### src/ftx_pkg.sv
`timescale 1ns / 1ps

package ftx_pkg;

    // result kinds
    localparam logic [1:0] KIND_ACCEPTED = 2'd0;
    localparam logic [1:0] KIND_REJECTED = 2'd1;
    localparam logic [1:0] KIND_WOKEN    = 2'd2;
    localparam logic [1:0] KIND_DONE     = 2'd3;

    // request operations
    localparam logic OP_WAIT = 1'b0;
    localparam logic OP_WAKE = 1'b1;

    localparam int KIND_W    = 2;
    localparam int THREAD_W  = 16;
    localparam int ADDR_W    = 64;
    localparam int MASK_W    = 32;
    localparam int WCOUNT_W  = 5;
    localparam int IN_DATA_W = THREAD_W + ADDR_W + MASK_W;
    // woken_thread and wake_count, padded to whole bytes
    localparam int OUT_DATA_W = 24;

    // one stored waiter
    typedef struct packed {
        logic [ADDR_W-1:0]   address;
        logic [MASK_W-1:0]   mask;
        logic [THREAD_W-1:0] thread;
    } entry_t;

    localparam int ENTRY_W = $bits(entry_t);

endpackage

### src/ftx_ram.sv
`timescale 1ns / 1ps

module ftx_ram #(
    parameter int WIDTH = 8,
    parameter int DEPTH = 16
) (
    input  logic                                 clk,
    input  logic                                 we,
    input  logic [(DEPTH > 1 ? $clog2(DEPTH) : 1)-1:0] waddr,
    input  logic [WIDTH-1:0]                     wdata,
    input  logic [(DEPTH > 1 ? $clog2(DEPTH) : 1)-1:0] raddr,
    output logic [WIDTH-1:0]                     rdata
);

    logic [WIDTH-1:0] mem [DEPTH];
    logic [WIDTH-1:0] rdata_reg;

    // single write port, registered read port
    always_ff @(posedge clk)
    begin
        if (we)
        begin
            mem[waddr] <= wdata;
        end
        rdata_reg <= mem[raddr];
    end

    assign rdata = rdata_reg;

endmodule

### src/futex_waiter_table.sv
`timescale 1ns / 1ps

// Futex waiter table: keeps up to WAITERS waiting threads (address, 32-bit
// mask, thread id) in arrival order in a single-port-read RAM. A wait request
// appends an entry and answers accepted, or rejected when the table is full;
// the block is ready again once its result leaves the output register. A
// wake request walks the stored entries one per cycle through the RAM read
// port, pausing on a match while the output stalls, compacting survivors in
// place, emits one woken result per matching entry and then a done result
// with the count (tlast set). The block takes no new request during a wake.
// The table needs no clearing after reset: only slots below the fill count
// are ever used.
module futex_waiter_table #(
    parameter int WAITERS = 16
) (
    input  logic                             clk,
    input  logic                             rst_n,
    // slave side
    input  logic                             s_tvalid,
    output logic                             s_tready,
    // thread_id[15:0], wait_address[79:16], wait_mask[111:80]
    input  logic [ftx_pkg::IN_DATA_W-1:0]    s_tdata,
    // operation[0]
    input  logic                             s_tuser,
    // master side
    output logic                             m_tvalid,
    input  logic                             m_tready,
    // woken_thread[15:0], wake_count[20:16], zero pad[23:21]
    output logic [ftx_pkg::OUT_DATA_W-1:0]   m_tdata,
    // kind[1:0]
    output logic [ftx_pkg::KIND_W-1:0]       m_tuser,
    output logic                             m_tlast
);

    import ftx_pkg::*;

    localparam int IW = (WAITERS > 1) ? $clog2(WAITERS) : 1;
    localparam int CW = $clog2(WAITERS + 1);
    localparam logic [CW-1:0] FULL = CW'(WAITERS);

    localparam logic [1:0] ST_IDLE   = 2'd0;
    localparam logic [1:0] ST_SCAN   = 2'd1;
    localparam logic [1:0] ST_FINISH = 2'd2;

    logic [1:0]          state_reg, state_next;
    logic [CW-1:0]       count_reg, count_next;
    logic [CW-1:0]       rd_reg, rd_next;
    logic [CW-1:0]       wr_reg, wr_next;
    logic [CW-1:0]       woken_reg, woken_next;
    logic [ADDR_W-1:0]   key_addr_reg, key_addr_next;
    logic [MASK_W-1:0]   key_mask_reg, key_mask_next;

    logic                out_valid_reg, out_valid_next;
    logic [1:0]          out_kind_reg, out_kind_next;
    logic [THREAD_W-1:0] out_thread_reg, out_thread_next;
    logic [WCOUNT_W-1:0] out_count_reg, out_count_next;
    logic                out_last_reg, out_last_next;

    entry_t              in_entry;
    entry_t              rd_entry;
    entry_t              ram_wdata;
    logic [ENTRY_W-1:0]  ram_rdata;
    logic                ram_we;
    logic [IW-1:0]       ram_waddr;

    logic                out_free;
    logic                accept;
    logic                hit;
    logic                scan_last;

    // request payload unpacking
    assign in_entry.thread  = s_tdata[THREAD_W-1:0];
    assign in_entry.address = s_tdata[THREAD_W+ADDR_W-1:THREAD_W];
    assign in_entry.mask    = s_tdata[IN_DATA_W-1:THREAD_W+ADDR_W];

    assign rd_entry = entry_t'(ram_rdata);

    assign out_free = !out_valid_reg || m_tready;
    assign s_tready = (state_reg == ST_IDLE) && out_free;
    assign accept   = s_tvalid && s_tready;

    // shared compare unit: address equality and mask overlap
    assign hit = (rd_entry.address == key_addr_reg) &&
                 ((rd_entry.mask & key_mask_reg) != '0);
    assign scan_last = ((rd_reg + CW'(1)) == count_reg);

    // sequencer
    always_comb
    begin
        state_next      = state_reg;
        count_next      = count_reg;
        rd_next         = rd_reg;
        wr_next         = wr_reg;
        woken_next      = woken_reg;
        key_addr_next   = key_addr_reg;
        key_mask_next   = key_mask_reg;
        out_valid_next  = out_valid_reg && !m_tready;
        out_kind_next   = out_kind_reg;
        out_thread_next = out_thread_reg;
        out_count_next  = out_count_reg;
        out_last_next   = out_last_reg;
        ram_we          = 1'b0;
        ram_waddr       = count_reg[IW-1:0];
        ram_wdata       = in_entry;

        unique case (state_reg)
            ST_IDLE:
            begin
                if (accept)
                begin
                    out_valid_next  = 1'b1;
                    out_thread_next = '0;
                    out_count_next  = '0;
                    out_last_next   = 1'b1;
                    if (s_tuser == OP_WAIT)
                    begin
                        if (count_reg >= FULL)
                        begin
                            out_kind_next = KIND_REJECTED;
                        end
                        else
                        begin
                            ram_we        = 1'b1;
                            count_next    = count_reg + CW'(1);
                            out_kind_next = KIND_ACCEPTED;
                        end
                    end
                    else if (count_reg == '0)
                    begin
                        out_kind_next = KIND_DONE;
                    end
                    else
                    begin
                        out_valid_next = 1'b0;
                        key_addr_next  = in_entry.address;
                        key_mask_next  = in_entry.mask;
                        rd_next        = '0;
                        wr_next        = '0;
                        woken_next     = '0;
                        state_next     = ST_SCAN;
                    end
                end
            end
            ST_SCAN:
            begin
                if (hit)
                begin
                    if (out_free)
                    begin
                        out_valid_next  = 1'b1;
                        out_kind_next   = KIND_WOKEN;
                        out_thread_next = rd_entry.thread;
                        out_count_next  = '0;
                        out_last_next   = 1'b0;
                        woken_next      = woken_reg + CW'(1);
                        rd_next         = rd_reg + CW'(1);
                        if (scan_last)
                        begin
                            state_next = ST_FINISH;
                        end
                    end
                end
                else
                begin
                    // keep survivor, moved down over removed slots
                    ram_we    = (wr_reg != rd_reg);
                    ram_waddr = wr_reg[IW-1:0];
                    ram_wdata = rd_entry;
                    wr_next   = wr_reg + CW'(1);
                    rd_next   = rd_reg + CW'(1);
                    if (scan_last)
                    begin
                        state_next = ST_FINISH;
                    end
                end
            end
            ST_FINISH:
            begin
                if (out_free)
                begin
                    out_valid_next  = 1'b1;
                    out_kind_next   = KIND_DONE;
                    out_thread_next = '0;
                    out_count_next  = WCOUNT_W'(woken_reg);
                    out_last_next   = 1'b1;
                    count_next      = wr_reg;
                    state_next      = ST_IDLE;
                end
            end
            default:
            begin
                state_next = ST_IDLE;
            end
        endcase
    end

    // waiter storage
    ftx_ram #(
        .WIDTH (ENTRY_W),
        .DEPTH (WAITERS)
    ) u_ram (
        .clk   (clk),
        .we    (ram_we),
        .waddr (ram_waddr),
        .wdata (ram_wdata),
        .raddr (rd_next[IW-1:0]),
        .rdata (ram_rdata)
    );

    // control registers
    always_ff @(posedge clk or negedge rst_n)
    begin
        if (!rst_n)
        begin
            state_reg     <= ST_IDLE;
            count_reg     <= '0;
            out_valid_reg <= 1'b0;
        end
        else
        begin
            state_reg     <= state_next;
            count_reg     <= count_next;
            out_valid_reg <= out_valid_next;
        end
    end

    // payload and scan registers
    always_ff @(posedge clk)
    begin
        rd_reg         <= rd_next;
        wr_reg         <= wr_next;
        woken_reg      <= woken_next;
        key_addr_reg   <= key_addr_next;
        key_mask_reg   <= key_mask_next;
        out_kind_reg   <= out_kind_next;
        out_thread_reg <= out_thread_next;
        out_count_reg  <= out_count_next;
        out_last_reg   <= out_last_next;
    end

    assign m_tvalid = out_valid_reg;
    assign m_tuser  = out_kind_reg;
    assign m_tlast  = out_last_reg;
    assign m_tdata  = {{(OUT_DATA_W - THREAD_W - WCOUNT_W){1'b0}},
                       out_count_reg, out_thread_reg};

    // fill count stays within the table
    a_count_bound: assert property (@(posedge clk) disable iff (!rst_n)
        count_reg <= FULL)
        else $error("fill count beyond table depth");

    // compaction never writes ahead of the read pointer
    a_wr_behind_rd: assert property (@(posedge clk) disable iff (!rst_n)
        (state_reg == ST_SCAN) |-> (wr_reg <= rd_reg))
        else $error("compaction write pointer passed read pointer");

    // a woken result is never the last one of a wake
    a_woken_not_last: assert property (@(posedge clk) disable iff (!rst_n)
        (m_tvalid && (m_tuser == KIND_WOKEN)) |-> !m_tlast)
        else $error("woken result marked last");

    // a wake never grows the table
    a_wake_shrinks: assert property (@(posedge clk) disable iff (!rst_n)
        ((state_reg == ST_FINISH) && out_free) |=> (count_reg <= $past(count_reg)))
        else $error("wake increased fill count");

endmodule

### config.mk
export PLATFORM = sky130hd
export DESIGN_NAME = futex_waiter_table
export DESIGN_NICKNAME = d
export VERILOG_FILES = /design/src/ftx_pkg.sv /design/src/ftx_ram.sv /design/src/futex_waiter_table.sv
export SDC_FILE = /design/constraint.sdc
export NUM_CORES = 2
export LEC_CHECK = 0
export ABC_AREA = 1
export BUFFER_PORTS_ARGS = -buffer_cell sky130_fd_sc_hd__buf_4
export CORE_ASPECT_RATIO = 0.8
export CORE_MARGIN = 2
export CORE_UTILIZATION = 51
export CTS_BUF_LIST = sky130_fd_sc_hd__clkbuf_4
export DETAILED_ROUTE_END_ITERATION = 8
export HOLD_SLACK_MARGIN = 0.08
export PLACE_DENSITY_LB_ADDON = 0.3
export SYNTH_ARGS = -nofsm -noshare
export SYNTH_HDL_FRONTEND = slang
export SYNTH_SLANG_ARGS = --single-unit
### constraint.sdc
create_clock -name clk -period 10.7 [get_ports clk]
set_input_delay 0 -clock clk [delete_from_list [all_inputs] [get_ports clk]]
set_output_delay 0 -clock clk [all_outputs]
set_load 0.005 [all_outputs]
**Word-level counts from Yosys, hierarchy flattened**

Memory sizes are Yosys's and may differ from the RTL's. A register that Yosys moved wholly into a read port is not among the register bits.
Index checks and enable logic that the tools add are counted.
Widths: inputs -> output; s select.

- Bits in registers: 143
- RAM bits: 1792
- Input port bits: 117
- Output and inout bits: 29
- Logic and storage cells: 125
- Memories: 1

Memory list:

| memory | words | bits a word | rd ports | clocked after Yosys merged registers in | wr ports | RTL line | text |
|---|---|---|---|---|---|---|---|
| u_ram.mem | 16 | 112 | 1 | 1 | 1 | ftx_ram.sv:15 | `logic [WIDTH-1:0] mem [DEPTH];` |

- $add $sub $neg: 4
- Magnitude comparators: 1
- Equal/unequal tests: 16
- Muxes and demuxes: 67
- Bitwise gates (word level): 2
- Reduce and logical (&&, ||, !) cells: 21

Operators with widths:

| kind | number |
|---|---|
| $mux 112 | 2 |
| $mux 5 | 19 |
| $eq 64x64->1 | 1 |
| $mux 16 | 4 |
| $pmux 16 s3 | 1 |
| $pmux 5 s2 | 4 |
| $and 32x32->32 | 1 |
| $reduce_bool 32->1 | 1 |
| $mux 2 | 13 |
| $reduce_and 5->1 | 5 |
| $add 5x1->5 const B | 4 |
| $ne 2x2->1 const B | 9 |
| $mux 1 | 16 |
| $pmux 5 s3 | 1 |
| $pmux 2 s3 | 2 |
| $reduce_and 6->1 | 2 |
| $mux 4 | 2 |
| $pmux 1 s3 | 2 |
| $eq 5x5->1 | 1 |
| $ge 5x5->1 const B | 1 |
| $logic_not 5->1 | 1 |
| $ne 5x5->1 | 1 |
| $logic_and 1x1->1 | 4 |
| $reduce_and 4->1 | 1 |
| 11 further kinds | 13 |

**Longest topological paths before layout**

- Depth in word-level cells: 8
- Depth in mapped cells: 21
- Gate-level depth less buffers: 19

**Cells and area by module**

A second synthesis with hierarchy kept.

- Cell total of the unflattened synthesis: 8459
- Area total of the unflattened synthesis: 87388.8 um2

Modules (own cells, without submodules):

| module | times used | cells each | area each (um2) | sequential area each (um2) |
|---|---|---|---|---|
| ftx_ram | 1 | 7347 | 78783.1 | 56053.8 |
| futex_waiter_table | 1 | 1112 | 8605.8 | 4214.0 |

**Worst setup path before layout**

Ideal clock, no wire load.

- Path type: register -> register
- Start: register key_addr_reg[45]
- End: memory u_ram.mem[13][0] in the netlist's numbering (enable)
- Library setup time: 0.585 ns
- Data arrival time: 6.534 ns
- Required time: 10.115 ns
- Path slack: 3.582 ns
- Cell stages (with the launch flop): 15
- Buffers on the path: 1
- Period minus slack after synthesis: 7.118 ns
- Cell sequence: edfxtp_1 > xnor2_1 > nand2_1 > nor2_1 > nand2_1 > nor2_1 > nand2_1 > nor2_4 > nor2_1 > inv_1 > clkbuf_1 > nand2_1 > o21ai_0 > nand2_1 > nor2_1

- Longest elaborated chain between the ends: 6
- Elaborated cells on any way between the ends: 8
- Those cells by class: 1 x eq/ne; 6 x mux; 1 x reduce/logical

Ends and longest elaborated chain:

| element | RTL line | text |
|---|---|---|
| start, declared | futex_waiter_table.sv:50 | `logic [ADDR_W-1:0] key_addr_reg, key_addr_next;` |
| start signal, assigned | futex_waiter_table.sv:233 | `key_addr_reg <= key_addr_next;` |
| $eq 64x64->1 * | futex_waiter_table.sv:83 | `assign hit = (rd_entry.address == key_addr_reg) &&` |
| $logic_and 1x1->1 * | futex_waiter_table.sv:83 |  |
| $mux 1 | futex_waiter_table.sv:146 | `if (hit)` |
| $pmux 1 s2 | futex_waiter_table.sv:106 | `unique case (state_reg)` |
| $mux 1 | ftx_ram.sv:21 | `if (we)` |
| $mux 1 (implied by the code) | ftx_ram.sv:23 | `mem[waddr] <= wdata;` |
| end, declared | ftx_ram.sv:15 |  |

Every way passes the cells marked *; elsewhere a longest branch is shown, timed or not.

**Final worst setup path**

- Start: register key_mask_reg[31]
- End: memory u_ram.mem[14][42] in the netlist's numbering (enable)

- Longest elaborated chain between the ends: 7
- Elaborated cells on any way between the ends: 9
- Those cells by class: 6 x mux; 1 x bitwise; 2 x reduce/logical

Ends and longest elaborated chain:

| element | RTL line | text |
|---|---|---|
| start, declared | futex_waiter_table.sv:51 | `logic [MASK_W-1:0] key_mask_reg, key_mask_next;` |
| start signal, assigned | futex_waiter_table.sv:234 | `key_mask_reg <= key_mask_next;` |
| $and 32x32->32 * | futex_waiter_table.sv:84 | `((rd_entry.mask & key_mask_reg) != '0);` |
| $reduce_bool 32->1 * | futex_waiter_table.sv:84 |  |
| $logic_and 1x1->1 * | futex_waiter_table.sv:83 |  |
| $mux 1 | futex_waiter_table.sv:146 |  |
| $pmux 1 s2 | futex_waiter_table.sv:106 |  |
| $mux 1 | ftx_ram.sv:21 |  |
| $mux 1 (implied by the code) | ftx_ram.sv:23 |  |

Marks and branches as above.

==> run_results.csv <==
group,metric,value,unit
critical_path,crit_type,"reg -> reg",
synthesis,synth-compound-area-share,0.005436,
die,initial_utilization,0.5128,
final_layout,multi_input_area,21250,µm²
timing,drv_slew,0,
die,core-area,174200,µm²
die,io_pins,146,
timing,grt_setup_unrepaired,"no",
critical_path,rr_endpoint,"u_ram.mem[14][42]$_DFFE_PP_",
outcome,outcome,"completed",
clock_network,numCtsBuffers,487,
synthesis,syn_inst,8409,
clock_network,clockBufferDepth,4,
min_path,hold_class,"in -> reg",
critical_path,rr_worst_depth,16,
timing,post-route-min-period,6.000,ns
clock_network,cts_root_buf,"clkbuf_4",
route,drtIter0Drc,7601,
timing,hold_violations,0,
die,die_area,178500,µm²
placement,port_buffers,142,
synthesis,avgSynthCellArea,10.62,µm²
final_layout,fin_nets,9090,
clock_network,cts.sinks,2047,
die,die_w,471.9,µm
global_routing,antenna_found_initial,10,
synthesis,synth-edff-count,1923,
global_routing,grt_pass1_wl,368500,µm
placement,place.gp.congestion,0.8567,
timing,finClkSkew,0.1047,ns
route,routedWlPerCell,20.87,µm
timing,maxSlewHeadroom,0.02254,
clock_network,cts_tree,"yes",
route,drt-pass1-iter-count,6,
global_routing,grt_overflow,0,
synthesis,ys_ff_latch,2047,
timing,hold-worst-slack,0.3169,ns
critical_path,cp_max_fo,122,
min_path,min_from,"m_tready",
synthesis,netlist-cell-type-count,40,
critical_path,startpoint_type,"flip-flop",
critical_path,endpoint_kind,"flip-flop",
route,vias,63880,
synthesis,synth_fa_ha_area_frac,0.001261,
synthesis,yosys.area_share.simple,0.2246,
route,totalWireLength,243400,µm
synthesis,synth_mux_area_frac,0,
timing,tightest_slew,1.456,ns
critical_path,r2r_start,"key_mask_reg[31]$_DFFE_PP_",
power,power_density,329.7,nW/µm²
final_layout,fillCellCount,14170,
die,dieHeight,378.3,µm
clock_network,cts_setup_buffers,0,
global_routing,grt_usage,0.2687,
global_routing,grt_pass1_vias,61490,
final_layout,largest_reg_flops,1792,
run,cap_violations,0,
timing,max_freq,166.7,MHz
timing,fin_tns_setup,0,ns
synthesis,synthXorXnorAreaFrac,0.004315,
clock_network,htree_num_levels,5,
placement,dp_hpwl,119800,µm
final_layout,regArea,60270,µm²
global_routing,grt_start_max_net_pins,214,
final_layout,drive_gt1_frac,0.1124,
route,drc,0,
min_path,min_path_cells,7,
timing,setup_viol,0,
critical_path,worstPathRequired,11.70,ns
synthesis,ys_seq_area_frac,0.6748,
synthesis,async_reset_ff_frac,0.003908,
timing,finalCritPeriodShare,0.5608,
critical_path,reg2reg_slack,4.70,ns
synthesis,synthFlopType,"edfxtp_1",
power,irDropWorstVdd,0.4865,mV
power,power_leakage,42.67,nW
synthesis,syn-cell-area,89310,µm²
clock_network,clk_latency,1.42,ns
clock_network,clkSlewWorstSetupHoldPaths,0.07,ns
placement,placed_area,92130,µm²
critical_path,worstPathArrival,7.00,ns
die,placementRows,137,
synthesis,synth_top_family_by_area,"simple AND/OR/NAND/NOR gates",
route,via_per_inst,5.478,
min_path,hold_end,"rd_reg[4]$_DFFE_PP_",
route,ant_nets,0,
synthesis,ys_warn_count,0,
final_layout,fin_area,101800,µm²
final_layout,areaGrowthSynthToFinish,13.95,%
## cell usage in the layout, fill, tap and decap left out, drive strengths merged, types with 9 or more instances in the layout
master,n
nand2,1597
buf,234
inv,1517
nand3,2037
o21ai,70
nand3b,448
diode,11
clkbuf,762
ha,9
edfxtp,1923
dfxtp,116
xor2,21
dlygate4sd3,332
clkinv,114
xnor2,23
nor2,109
## critical path, stage by stage, from the launching register on
cell,delay (ns)
edfxtp_1,0.36
nand2_1,0.06
nand2_1,0.06
nor2_1,0.20
nand2_1,0.09
nor2_1,0.26
nand2_1,0.30
nand3_1,0.23
nor2_4,0.10
nor2_4,0.48
buf_4,0.39
inv_8,0.24
o22ai_1,0.33
nand3_1,0.38
nor2_4,0.76
buf_4,0.66
buf_4,0.62
## per-stage QoR
| stage | worst slack [ns] | cells | utilization | total power (W) |
|---|---|---|---|---|
| finish | 4.700 | 11660 | 0.5844 | 0.03356 |
| global route | 4.413 | 11660 | 0.5843 | 0.03558 |
| CTS | 4.637 | 11650 | 0.5841 | 0.03339 |
| detailed placement | 4.661 | 10440 | 0.5290 | 0.02690 |
| global placement | 4.849 | 10440 | 0.5290 | 0.02670 |
| floorplan | 3.582 | 8411 | - | 0.02231 |
## repair_timing
| action | CTS | global route |
|---|---|---|
| hold endpoints to repair | 3187 | 0 |
| resized for setup | 0 | 0 |
| hold buffers | 332 | 0 |
## power breakdown
| part | switching [W] | total, W | internal [W] |
|---|---|---|---|
| combinational | 0.0115 | 0.0154 | 0.00397 |
| clock | 0.00310 | 0.00641 | 0.00331 |
| sequential | 0.000405 | 0.0117 | 0.0113 |
## synthesized netlist by cell type, types with 2 or more instances
cell type  number  area (µm²)
a211oi_1        3       22.52
a21oi_1         4       20.02
and2_1          5       31.28
buf_1          22       82.58
buf_2         289        1446
buf_4          13       97.59
buf_6           2       22.52
clkbuf_1      176       660.6
clkinv_1        3       11.26
dfrtp_1         8       200.2
dfxtp_1       116        2322
edfxtp_1     1923       57750
ha_1            9       112.6
inv_1        1508        5660
inv_2           5       18.77
nand2_1      1594        5983
nand2_2         3       18.77
nand3_1      2036       10190
nand3b_1      448        3363
nand4_1         4       25.02
nor2_1        107       401.6
o211ai_1        2       15.01
o21ai_0        67       335.3
o21ai_2         2       17.52
o22ai_1         3       18.77
xnor2_1        23       201.4
xor2_1         21       183.9
## logic make-up after synthesis
group / count (synthesis)
adders and majority gates: 9
and+or+nand+nor: 4203
xor gates and xnor gates: 44
other: 1
AOI/OAI and AO/OA: 87
DFF: 2047
buffers and inverters: 2018
## cell type report
| cell class | instances | area share |
|---|---|---|
| antenna | 11 | 0.0002705 |
| clock buffer | 762 | 0.05621 |
| clock inverter | 119 | 0.005508 |
| inverter | 1516 | 0.05626 |
| multi-input combinational | 4346 | 0.2088 |
| sequential | 2047 | 0.5922 |
| tap | 2293 | 0.02819 |
| timing repair buffer | 566 | 0.05262 |
## worst max-delay path by stage
stage	endpoint	from	cells past startpoint
2_1_floorplan	u_ram.mem[13][0]$_DFFE_PP_	key_addr_reg[45]$_DFFE_PP_	14
3_3_place_gp	u_ram.mem[14][37]$_DFFE_PP_	key_mask_reg[30]$_DFFE_PP_	16
3_5_place_dp	u_ram.mem[14][36]$_DFFE_PP_	key_mask_reg[31]$_DFFE_PP_	16
4_1_cts	u_ram.mem[14][38]$_DFFE_PP_	key_mask_reg[31]$_DFFE_PP_	16
5_1_grt	u_ram.mem[10][65]$_DFFE_PP_	key_mask_reg[31]$_DFFE_PP_	18
6_report	u_ram.mem[14][42]$_DFFE_PP_	key_mask_reg[31]$_DFFE_PP_	16
## metal layers
layer / routed length (µm) / track usage / vias up
li1: - / - / 29480
met1: 99260 / 0.3684 / 30640
met2: 114300 / 0.4267 / 3249
met3: 21470 / 0.04510 / 506
met4: 8306 / 0.1134 / 4
met5: 14 / 0 / -
(Power assumes the default switching activity.)
